===== src/sv/fmm_pkg.sv =====
// Package: payload types, codes and datapath structs of the float matrix multiply.
`timescale 1ns / 1ps

package fmm_pkg;

	// Store dimension: rows and columns of each element store.
	localparam int MAX_DIM = 16;

	typedef struct packed {
		logic [1:0]  kind;
		logic [3:0]  row;
		logic [3:0]  col;
		logic [31:0] value;
	} in_item_t;

	typedef struct packed {
		logic [31:0] product;
		logic [3:0]  out_row;
		logic [3:0]  out_col;
		logic        range_error;
	} out_item_t;

	localparam logic [1:0] KIND_WRITE_A = 2'd0;
	localparam logic [1:0] KIND_WRITE_B = 2'd1;
	localparam logic [1:0] KIND_COMPUTE = 2'd2;

	localparam logic [1:0] REG_ROWS_M  = 2'd0;
	localparam logic [1:0] REG_INNER_K = 2'd1;
	localparam logic [1:0] REG_COLS_N  = 2'd2;

	localparam logic [31:0] FP_QNAN    = 32'h7FC0_0000;
	localparam logic [31:0] FP_INF_MAG = 32'h7F80_0000;

	// Request to the shared normalize/round unit: value = mant * 2^expo.
	typedef struct packed {
		logic               special;
		logic [31:0]        special_bits;
		logic               sign;
		logic [47:0]        mant;
		logic signed [10:0] expo;
	} rnd_req_t;

	// Shift plan from the normalize step.
	typedef struct packed {
		logic        special;
		logic [31:0] special_bits;
		logic        sign;
		logic [47:0] mant;
		logic        left;
		logic [5:0]  amt;
		logic [8:0]  base;
	} norm_t;

	typedef enum logic [2:0] {
		ST_IDLE,
		ST_READ,
		ST_MULT,
		ST_NORM,
		ST_PACK,
		ST_ALIGN,
		ST_EMIT
	} state_t;

endpackage


===== src/sv/fmm_norm.sv =====
// Normalize step of the shared rounder: leading-zero count and shift plan.
`timescale 1ns / 1ps

module fmm_norm import fmm_pkg::*; (
	input  rnd_req_t req,
	output norm_t    nrm
);

	logic [63:0]        v;
	logic [5:0]         lz;
	logic signed [11:0] be, shv, rsh;

	always_comb begin
		// Binary search for the leading one; the padding ends the search.
		v  = {req.mant, 16'hFFFF};
		lz = 6'd0;
		if (v[63:32] == 32'd0) begin lz[5] = 1'b1; v = v << 32; end
		if (v[63:48] == 16'd0) begin lz[4] = 1'b1; v = v << 16; end
		if (v[63:56] == 8'd0)  begin lz[3] = 1'b1; v = v << 8;  end
		if (v[63:60] == 4'd0)  begin lz[2] = 1'b1; v = v << 4;  end
		if (v[63:62] == 2'd0)  begin lz[1] = 1'b1; v = v << 2;  end
		if (v[63] == 1'b0)     begin lz[0] = 1'b1; end

		be  = 12'sd174 - $signed({6'd0, lz}) + $signed({req.expo[10], req.expo});
		shv = $signed({6'd0, lz}) - (12'sd1 - be);
		rsh = -shv;

		nrm.special      = req.special;
		nrm.special_bits = req.special_bits;
		nrm.sign         = req.sign;
		nrm.mant         = req.mant;
		if (be >= 12'sd1) begin
			nrm.left = 1'b1;
			nrm.amt  = lz;
			nrm.base = be[8:0] - 9'd1;
		end else if (shv >= 12'sd0) begin
			// Subnormal result: hold the point at the minimum exponent.
			nrm.left = 1'b1;
			nrm.amt  = shv[5:0];
			nrm.base = 9'd0;
		end else begin
			nrm.left = 1'b0;
			nrm.amt  = (rsh > 12'sd48) ? 6'd48 : rsh[5:0];
			nrm.base = 9'd0;
		end

		if (!req.special && (req.mant == 48'd0)) begin
			nrm.special      = 1'b1;
			nrm.special_bits = {req.sign, 31'd0};
		end
	end

endmodule


===== config.mk =====
export PLATFORM = sky130hd
export DESIGN_NAME = fmm_norm
export DESIGN_NICKNAME = d
export VERILOG_FILES = /design/src/sv/fmm_pkg.sv /design/src/sv/fmm_norm.sv
export SDC_FILE = /design/constraint.sdc
export NUM_CORES = 1
export LEC_CHECK = 0
export BUFFER_PORTS_ARGS = -buffer_cell sky130_fd_sc_hd__buf_2
export CAP_MARGIN = 5
export CORE_MARGIN = 10
export CORE_UTILIZATION = 50
export DETAILED_ROUTE_END_ITERATION = 16
export GPL_ROUTABILITY_DRIVEN = 1
export PLACE_DENSITY_LB_ADDON = 0.05
export RECOVER_POWER = 100
export SLEW_MARGIN = 20
export SYNTH_ARGS = -nofsm -noshare
export SYNTH_HDL_FRONTEND = slang
export SYNTH_SLANG_ARGS = --single-unit

===== constraint.sdc =====
create_clock -name vclk -period 14.25
set_input_delay 1.425 -clock vclk [all_inputs]
set_output_delay 1.425 -clock vclk [all_outputs]
set_load 0.03 [all_outputs]

# Yosys cells after proc, flatten, opt, wreduce, memory -nomap -nowiden
# Cells that the tools add are included.
# Widths: inputs -> output; s select.
[op_classes] add_sub_neg=6 magnitude_cmp=3 mux=15 reduce_logical=8
[op_table] cell="$mux 64" count=5
[op_table] cell="$logic_not 48->1" count=1
[op_table] cell="$mux 33" count=1
[op_table] cell="$logic_not 32->1" count=1
[op_table] cell="$mux 16" count=2
[op_table] cell="$logic_not 16->1" count=1
[op_table] cell="$add 9x11->12" count=1
[op_table] cell="$ge 12x1->1 const B" count=1
[op_table] cell="$ge 12x2->1 const B" count=1
[op_table] cell="$gt 12x7->1 const B" count=1
[op_table] cell="$neg 12->12" count=1
[op_table] cell="$sub 2x12->12 const A" count=1
[op_table] cell="$sub 7x12->12" count=1
[op_table] cell="$sub 8x6->9 const A" count=1
[op_table] cell="$sub 9x1->9 const B" count=1
[op_table] cell="$logic_not 8->1" count=1
[op_table] cell="$mux 1" count=6
[op_table] cell="$mux 6" count=1
[op_table] cell="$logic_not 4->1" count=1
[op_table] cell="$logic_not 2->1" count=1
[op_table] cell="$logic_and 1x1->1" count=1
[op_table] cell="$logic_not 1->1" count=1
[word_totals] ff_bits=0 input_bits=93 output_inout_bits=98 word_cells=32

# Longest topological paths before layout
# Gate-level depths: netlist of the first run.
[logic_depth] ltp_word=20 depth_mapped=33 depth_no_buf=32

# Worst setup path before layout of the first run
# No wires, ideal clock.
[synth_timing] path_kind="input-to-output" start="input port req[43] in the netlist's numbering" end="output port nrm[9] in the netlist's numbering" arrival_time_ns=8.226 t_required_ns=12.825 path_slack_ns=4.599 path_stages=31 cell_sequence="or4_1 > nor4_4 > buf_6 > nand4_1 > and3b_2 > a211oi_4 > a221o_1 > o31ai_1 > nor2_1 > ha_1 > nand3_1 > xor2_1 > ha_1 > o21a_1 > o31a_1 > a21oi_1 > inv_1 > ha_1 > inv_1 > ha_1 > o21ai_0 > a21boi_0 > nor4_1 > o41ai_1 > a21bo_2 > xor2_2 > xnor2_1 > a211o_1 > a221oi_4 > a21oi_1 > nor3_2"
[synth_rtl] item="from (decl)" line_no="fmm_norm.sv:5" source="input rnd_req_t req,"
[synth_rtl] item="to (decl)" line_no="fmm_norm.sv:6" source="output norm_t nrm"

==> results of run 1 <==
==> cell families after synthesis <==
group | synth area share
adder cells (fa/ha/maj) | 0.115
AO/OA/AOI/OAI | 0.285
buffers and inverters | 0.162
XOR/XNOR | 0.0814
multiplexers | 0.00668
AND/OR/NAND/NOR | 0.351
==> routing by layer <==
layer	global-route usage	wire, µm
met5	0	0
met1	0.243	4540
met4	0.0584	297
met3	0.0522	1370
met2	0.447	6710
==> final cells by class <==
cell class | instances | area, µm² | share of cell area
Timing Repair Buffer | 193 | 852 | 0.230
Multi-Input combinational cell | 380 | 2650 | 0.716
Inverter | 27 | 101 | 0.0274
Tap cell | 77 | 96.3 | 0.0261
==> where the power goes <==
group / switching, mW / total, mW / leakage (nW) / internal (mW)
clock: 0 / 0 / 0 / 0
combinational: 0.177 / 0.268 / 1.64 / 0.0901
sequential: 0 / 0 / 0 / 0
==> cells in the mapped netlist (4+ instances only) <==
cell type  number  share of area
buf_4          50           0.12
nor2_1         45          0.053
nor2b_1        36          0.071
nand2_1        28          0.033
inv_1          27          0.032
ha_1           26           0.10
o21ai_0        21          0.033
a21oi_1        20          0.031
xnor2_1        15          0.041
nor3_1         14          0.022
nor4_1         12          0.024
a211oi_1       10          0.024
xor2_1         10          0.028
nand3_1         9          0.014
and3_1          8          0.016
nand4_1         8          0.016
a21o_1          7          0.017
and2_1          7          0.014
nand2b_1        6          0.012
o211ai_1        6          0.014
o21a_1          6          0.014
a211o_1         5          0.014
clkbuf_1        5         0.0059
a31oi_1         4         0.0079
o2111ai_1       4          0.011
o221ai_1        4          0.011
==> worst min path at each step <==
| stage | to | start | cells after the start |
|---|---|---|---|
| final | nrm[48] | req[43] | 2 |
| after global routing | nrm[48] | req[43] | 2 |
| after CTS | nrm[16] | req[11] | 2 |
| after detailed placement | nrm[32] | req[27] | 2 |
| after global placement | nrm[48] | req[43] | 2 |
| after floorplan | nrm[16] | req[11] | 1 |
==> cells in the final DEF (no fill, tap or decap), drive strengths merged, types with 5 or more instances in the layout <==
master	count
buf	100
clkbuf	93
nor2	45
nor2b	36
nand2	28
inv	27
ha	26
o21ai	21
a21oi	20
xnor2	15
nor3	15
nor4	14
xor2	11
a211oi	11
nand3	9
and3	9
nand4	8
a21o	7
and2	7
o21a	6
nand2b	6
o211ai	6
a211o	5
or4	5
==> metrics, run 1 <==
Final #Nets=723; CP max stage delay=860 ps; GPL Wtd Cong=1.00; PostCTS Resize Cnt=0; remaining global-route overflow=0; Yosys cell types=71; final worst slack=1820 ps; Setup CP Type=in -> out; Pre-antenna DRT Iters=5; post-cts hold buffer count=0; routed via count=4044; DRC=0; final hold viol count=0; Netlist Area Pre-Place=0.00318 mm²; WHS=3160 ps; type of origin of the critical path=primary input; Avg WL per Cell=19.1 µm; die area=0.00996 mm²; Seq Cell Count=0; number of max-cap violations=1; CP arrival=11010 ps; Final Util=0.589; post-synthesis sequential area ratio=0; antenna diode count=0; clock buffer count in the final layout=0; Slowest-stage cell, CP=nor4_4; Top delay family on crit path=compound AO/OA/AOI/OAI gates; IO Pins=191; core region area=0.00628 mm²; Setup Fix Bufs, Post-CTS=0; drt via density=5.97; Die W=99.8 µm; Worst IR Drop VDD=0.0000450 V; Post-Place Cell Area=0.00384 mm²; number of setup violations in the final report=0; layout cells sized above 1=0.198; failing checks=max-capacitance violations, max-slew violations; period utilisation layout=0.872; floorplan row count=29; Layout area overhead=16.2%; Worst Setup SP=req[46]; Placed Cells=677; Worst Max-Slew Pin Slew=1830 ps; DP Worst Slack=2650 ps; I/O Buffers=191; Starting Density=0.507; Syn Nets=586; Pwr per Cell Area=72.4 mW/mm²; DRT antenna net count=0; max_slew headroom=-0.225; CP endpoint kind=output pin; Total GRT Usage=0.231; chip height=99.8 µm; Stages on worst setup path=31; Syn Inst Count=465; Total Power=0.268 mW; DPL Wire Length=11200 µm; number of global-route vias before repair=3841; final WL=12900 µm; yosys warns=0; Hold Path Class=in -> out; fin cells=677; CP most frequent cell=ha_1; Worst setup endpoint=nrm[9]; global-route wire length before repair=19700 µm; RSZ-0062 raised after global routing=false; initial antenna violation count=0; syn_area_per_cell=6.85 µm²; crit path max fanout=20; Worst EP required=12820 ps; DRT iter0 DRCs=278; crit path buf inv count=4; Final Cell Area=0.00370 mm²; status=complete, but fails checks; setup TNS=0 ps; maximum clock frequency=80.4 MHz; Fillers=716; crit path time final=12430 ps; pin count of the biggest net entering global routing=33; Slew Limit Fails=33; Register Area=0 µm²; leakage=1.64 nW
Note: power is estimated with default switching activity, not from simulation.
==> run 2, diff against run 1 <==
--- a/config.mk
+++ b/config.mk
@@ -8,7 +8,7 @@
 export BUFFER_PORTS_ARGS = -buffer_cell sky130_fd_sc_hd__buf_2
 export CAP_MARGIN = 5
 export CORE_MARGIN = 10
-export CORE_UTILIZATION = 50
+export CORE_UTILIZATION = 40
 export DETAILED_ROUTE_END_ITERATION = 16
 export GPL_ROUTABILITY_DRIVEN = 1
 export PLACE_DENSITY_LB_ADDON = 0.05
==> run 2 against run 1 <==
Compared with the run above:
- the flow still finishes with violations (max-capacitance violations, max-slew violations)
- cell area increased by 0.64%
- sequential share of layout area unchanged
- clock-buffer cell count unchanged
- routed wire length increased by 0.71%
- sequential cell count unchanged
- setup slack improved by 190 ps
- core utilization decreased by 11 points
- maximum frequency increased by 1.5%
- global-route usage decreased by 3.3 points
- critical path depth unchanged
- via count decreased by 2.9%
==> metrics, run 2 (synthesized netlist as in run 1, its figures left out) <==
core region area=0.00773 mm² (was 0.00628 mm²); status=complete, but fails checks (unchanged); antenna diode count=0 (unchanged); number of max-cap violations=1 (unchanged); Worst EP required=12820 ps (about the same); I/O Buffers=191 (unchanged); Stages on worst setup path=31 (unchanged); chip height=109 µm (was 99.8 µm); IO Pins=191 (unchanged); crit path buf inv count=4 (unchanged); Slowest-stage cell, CP=nor4_4 (unchanged); leakage=1.63 nW (was 1.64 nW); DP Worst Slack=2780 ps (was 2650 ps); number of setup violations in the final report=0 (unchanged); DRC=0 (unchanged); DPL Wire Length=11400 µm (was 11200 µm); final WL=13000 µm (was 12900 µm); routed via count=3927 (was 4044); post-cts hold buffer count=0 (unchanged); CP max stage delay=860 ps (about the same); DRT iter0 DRCs=317 (was 278); final hold viol count=0 (unchanged); Worst setup endpoint=nrm[9] (unchanged); maximum clock frequency=81.7 MHz (was 80.4 MHz); drt via density=5.60 (was 5.97); Final #Nets=722 (was 723); die area=0.0119 mm² (was 0.00996 mm²); Register Area=0 µm² (unchanged); Starting Density=0.412 (was 0.507); Setup CP Type=in -> out (unchanged); Min-Delay Startpoint=req[43] (unchanged); final worst slack=2010 ps (was 1820 ps); global-route wire length before repair=19900 µm (was 19700 µm); Seq Cell Count=0 (unchanged); floorplan row count=32 (was 29); CP most frequent cell=ha_1 (unchanged); Worst IR Drop VDD=0.0000429 V (was 0.0000450 V); Total GRT Usage=0.198 (was 0.231); Avg WL per Cell=18.6 µm (was 19.1 µm); Top delay family on crit path=compound AO/OA/AOI/OAI gates (unchanged); initial antenna violation count=0 (unchanged); crit path time final=12240 ps (was 12430 ps); type of origin of the critical path=primary input (unchanged); Pre-antenna DRT Iters=5 (unchanged); most frequent cells in the layout=buf_2, clkbuf_1, nor2_1 (unchanged); number of global-route vias before repair=3865 (was 3841); Worst Max-Slew Pin Slew=1830 ps (about the same); crit path max fanout=20 (unchanged); setup TNS=0 ps (unchanged); Hold Path Class=in -> out (unchanged); DRT antenna net count=0 (unchanged); Pwr per Cell Area=71.1 mW/mm² (was 72.4 mW/mm²); PostCTS Resize Cnt=0 (unchanged); remaining global-route overflow=0 (unchanged); Worst Setup SP=req[46] (unchanged); commonest non-fill, non-tap cell in the layout=buf_2 (unchanged); max_slew headroom=-0.222 (was -0.225); Die W=109 µm (was 99.8 µm); RSZ-0062 raised after global routing=false (unchanged); layout cells sized above 1=0.197 (was 0.198); CP arrival=10820 ps (was 11010 ps); Setup Fix Bufs, Post-CTS=0 (unchanged); clock buffer count in the final layout=0 (unchanged); period utilisation layout=0.859 (was 0.872); failing checks=max-capacitance violations, max-slew violations (unchanged); pin count of the biggest net entering global routing=33 (unchanged); Layout area overhead=16.9% (was 16.2%); Slew Limit Fails=33 (unchanged); CP endpoint kind=output pin (unchanged); GPL Wtd Cong=0.940 (was 1.00)
-- run 2: changes by cell type in the layout (fill, tap and decap cells not counted) --
cell   change
buf_4      -1
-- run 2: final cells by class --
cell class,instances,area [µm²]
fill,868,4010
inverter,27,101
multi-input combinational,380,2650
tap,102,128
timing repair buffer,192,845
-- run 2: metrics by stage --
step                 util  hold WS, ps  instances  cell area, µm²  total power [mW]
finish              0.482         3160        701            3720             0.265
detailed placement  0.500         3120        701            3870             0.273
global placement    0.500         3120        701            3870             0.271
global route        0.482         3170        701            3720             0.290
floorplan               -         2980        465            3180             0.204
CTS                 0.500         3120        701            3870             0.274
-- run 2: worst min-delay path by stage --
stage	to	depth (start not counted)
after floorplan	nrm[16]	1
after global placement	nrm[64]	2
after detailed placement	nrm[64]	2
after CTS	nrm[64]	2
after global routing	nrm[48]	2
final	nrm[48]	2
-- run 2: layer usage --
layer | global-route usage | vias up | part of all wire
li1 | - | 1943 | -
met1 | 0.221 | 1806 | 0.39
met2 | 0.383 | 163 | 0.51
met3 | 0.0330 | 15 | 0.087
met4 | 0.0390 | 0 | 0.017
met5 | 0 | - | 0
-- run 2: where the power goes --
part	switching, mW	internal, mW	total [mW]	leakage [nW]
clock network	0	0	0	0
logic	0.175	0.0895	0.265	1.63
registers	0	0	0	0
==> run 3, diff against run 2 <==
--- a/config.mk
+++ b/config.mk
@@ -7,13 +7,12 @@
 export LEC_CHECK = 0
 export BUFFER_PORTS_ARGS = -buffer_cell sky130_fd_sc_hd__buf_2
 export CAP_MARGIN = 5
-export CORE_MARGIN = 10
+export CORE_MARGIN = 2
 export CORE_UTILIZATION = 40
 export DETAILED_ROUTE_END_ITERATION = 16
 export GPL_ROUTABILITY_DRIVEN = 1
 export PLACE_DENSITY_LB_ADDON = 0.05
 export RECOVER_POWER = 100
-export SLEW_MARGIN = 20
 export SYNTH_ARGS = -nofsm -noshare
 export SYNTH_HDL_FRONTEND = slang
 export SYNTH_SLANG_ARGS = --single-unit
==> run 3 against run 2 <==
Compared with the run above:
- the run still ends with max-capacitance violations, max-slew violations left
- maximum frequency grew 0.26%
- sequential cell count is the same
- routed wire length shrank 15%
- highest routed layer unchanged
==> metrics, run 3 (synthesized netlist as in run 1, its figures left out) <==
DRT iter0 DRCs=162 (was 317); Pre-antenna DRT Iters=5 (unchanged); CP max stage delay=880 ps (was 860 ps); Final #Nets=723 (was 722); crit path max fanout=20 (unchanged); DRT antenna net count=0 (unchanged); number of global-route vias before repair=3536 (was 3865); Reg power frac=0 (about the same); final worst slack=2040 ps (was 2010 ps); core region area=0.00773 mm² (unchanged); leakage=1.64 nW (was 1.63 nW); Slew Limit Fails=33 (unchanged); Final Util=0.482 (about the same); PostCTS Resize Cnt=0 (unchanged); Net Sw Frac=0.656 (was 0.662); Post-Place Cell Area=0.00387 mm² (about the same); routed length on met2=5640 µm (was 6660 µm); internal power=0.0901 mW (was 0.0895 mW); GPL Wtd Cong=0.963 (was 0.940); number of setup violations in the final report=0 (unchanged); drt via density=5.56 (was 5.60); Register Area=0 µm² (unchanged); highest metal used=met4 (unchanged); CP endpoint kind=output pin (unchanged); Final Cell Area=0.00373 mm² (was 0.00372 mm²); Worst Max-Slew Pin Slew=1820 ps (was 1830 ps); Total GRT Usage=0.236 (was 0.198); CP arrival=10790 ps (was 10820 ps); number of max-cap violations=1 (unchanged); most frequent cells in the layout=buf_2, clkbuf_1, nor2_1 (unchanged); RSZ-0062 raised after global routing=false (unchanged); Starting Density=0.412 (unchanged); Avg WL per Cell=15.8 µm (was 18.6 µm); Total Power=0.262 mW (was 0.265 mW); Setup Fix Bufs, Post-CTS=0 (unchanged); M1 WL=4550 µm (was 5010 µm); global-route wire length before repair=17000 µm (was 19900 µm); failing checks=max-capacitance violations, max-slew violations (unchanged); Placed Cells=702 (was 701); DR WL met3=701 µm (was 1130 µm); clock buffer count in the final layout=0 (unchanged); pin count of the biggest net entering global routing=33 (unchanged); final WL=11100 µm (was 13000 µm); die area=0.00869 mm² (was 0.0119 mm²); chip height=93.2 µm (was 109 µm); Slowest-stage cell, CP=nor4_4 (unchanged); initial antenna violation count=0 (unchanged); type of origin of the critical path=primary input (unchanged); Layout area overhead=17.1% (was 16.9%); DPL Wire Length=9550 µm (was 11400 µm); I/O Buffers=191 (unchanged); post-cts hold buffer count=0 (unchanged); max_slew headroom=-0.218 (was -0.222); commonest non-fill, non-tap cell in the layout=buf_2 (unchanged); Worst IR Drop VDD=0.0000481 V (was 0.0000429 V); crit path time final=12210 ps (was 12240 ps); fin cells=702 (was 701); Worst EP required=12820 ps (about the same); routed via count=3905 (was 3927); Setup CP Type=in -> out (unchanged); Psw=0.172 mW (was 0.175 mW); maximum clock frequency=81.9 MHz (was 81.7 MHz); remaining global-route overflow=0 (unchanged); antenna diode count=0 (unchanged); combinational fraction of design power=1.000 (about the same); status=complete, but fails checks (unchanged); DP Worst Slack=2870 ps (was 2780 ps); setup TNS=0 ps (unchanged); Clock power frac=0 (about the same); CP most frequent cell=ha_1 (unchanged); final hold viol count=0 (unchanged); floorplan row count=32 (unchanged); WHS=3150 ps (was 3160 ps); Die W=93.2 µm (was 109 µm); layout cells sized above 1=0.198 (was 0.197); Pwr per Cell Area=70.3 mW/mm² (was 71.1 mW/mm²); Fillers=900 (was 868); period utilisation layout=0.857 (was 0.859); DRC=0 (unchanged); Seq Cell Count=0 (unchanged); Hold Path Class=in -> out (unchanged); IO Pins=191 (unchanged)
[run 3: cell count changes in the layout (fill, tap and decap cells not counted), sizes merged]
cell    previous run  this run
buf               99       101
clkbuf            93        92
[run 3: routing by layer]
layer,track usage,up-vias
met5,0,-
met4,0.0404,0
met3,0.00886,18
met2,0.458,177
met1,0.290,1766
li1,-,1944
[run 3: final cells by class]
cell class | count | area [µm²] | area share
Inverter | 27 | 101 | 0.0272
Multi-Input combinational cell | 380 | 2640 | 0.709
Tap cell | 102 | 128 | 0.0342
Timing Repair Buffer | 193 | 856 | 0.230
[run 3: final timing paths]
check  startpoint  endpoint  slack, ps  depth (start not counted)
min       req[43]   nrm[48]       3150                          2
max       req[46]    nrm[9]       2040                         31
[run 3: power groups by stage]
stage | Clock (mW) | Sequential [mW] | Combinational [mW]
after global placement | 0 | 0 | 0.267
after global routing | 0 | 0 | 0.288
after CTS | 0 | 0 | 0.270
after floorplan | 0 | 0 | 0.204
after detailed placement | 0 | 0 | 0.269
final | 0 | 0 | 0.262
[run 3: worst max-delay path: cells and delay by family]
family	cells	cell delay [ps]
AOI/OAI and AO/OA	13	3830
and+or+nand+nor	7	3000
adders and majority gates	4	1190
buffers and inverters	4	660
xor gates and xnor gates	3	650
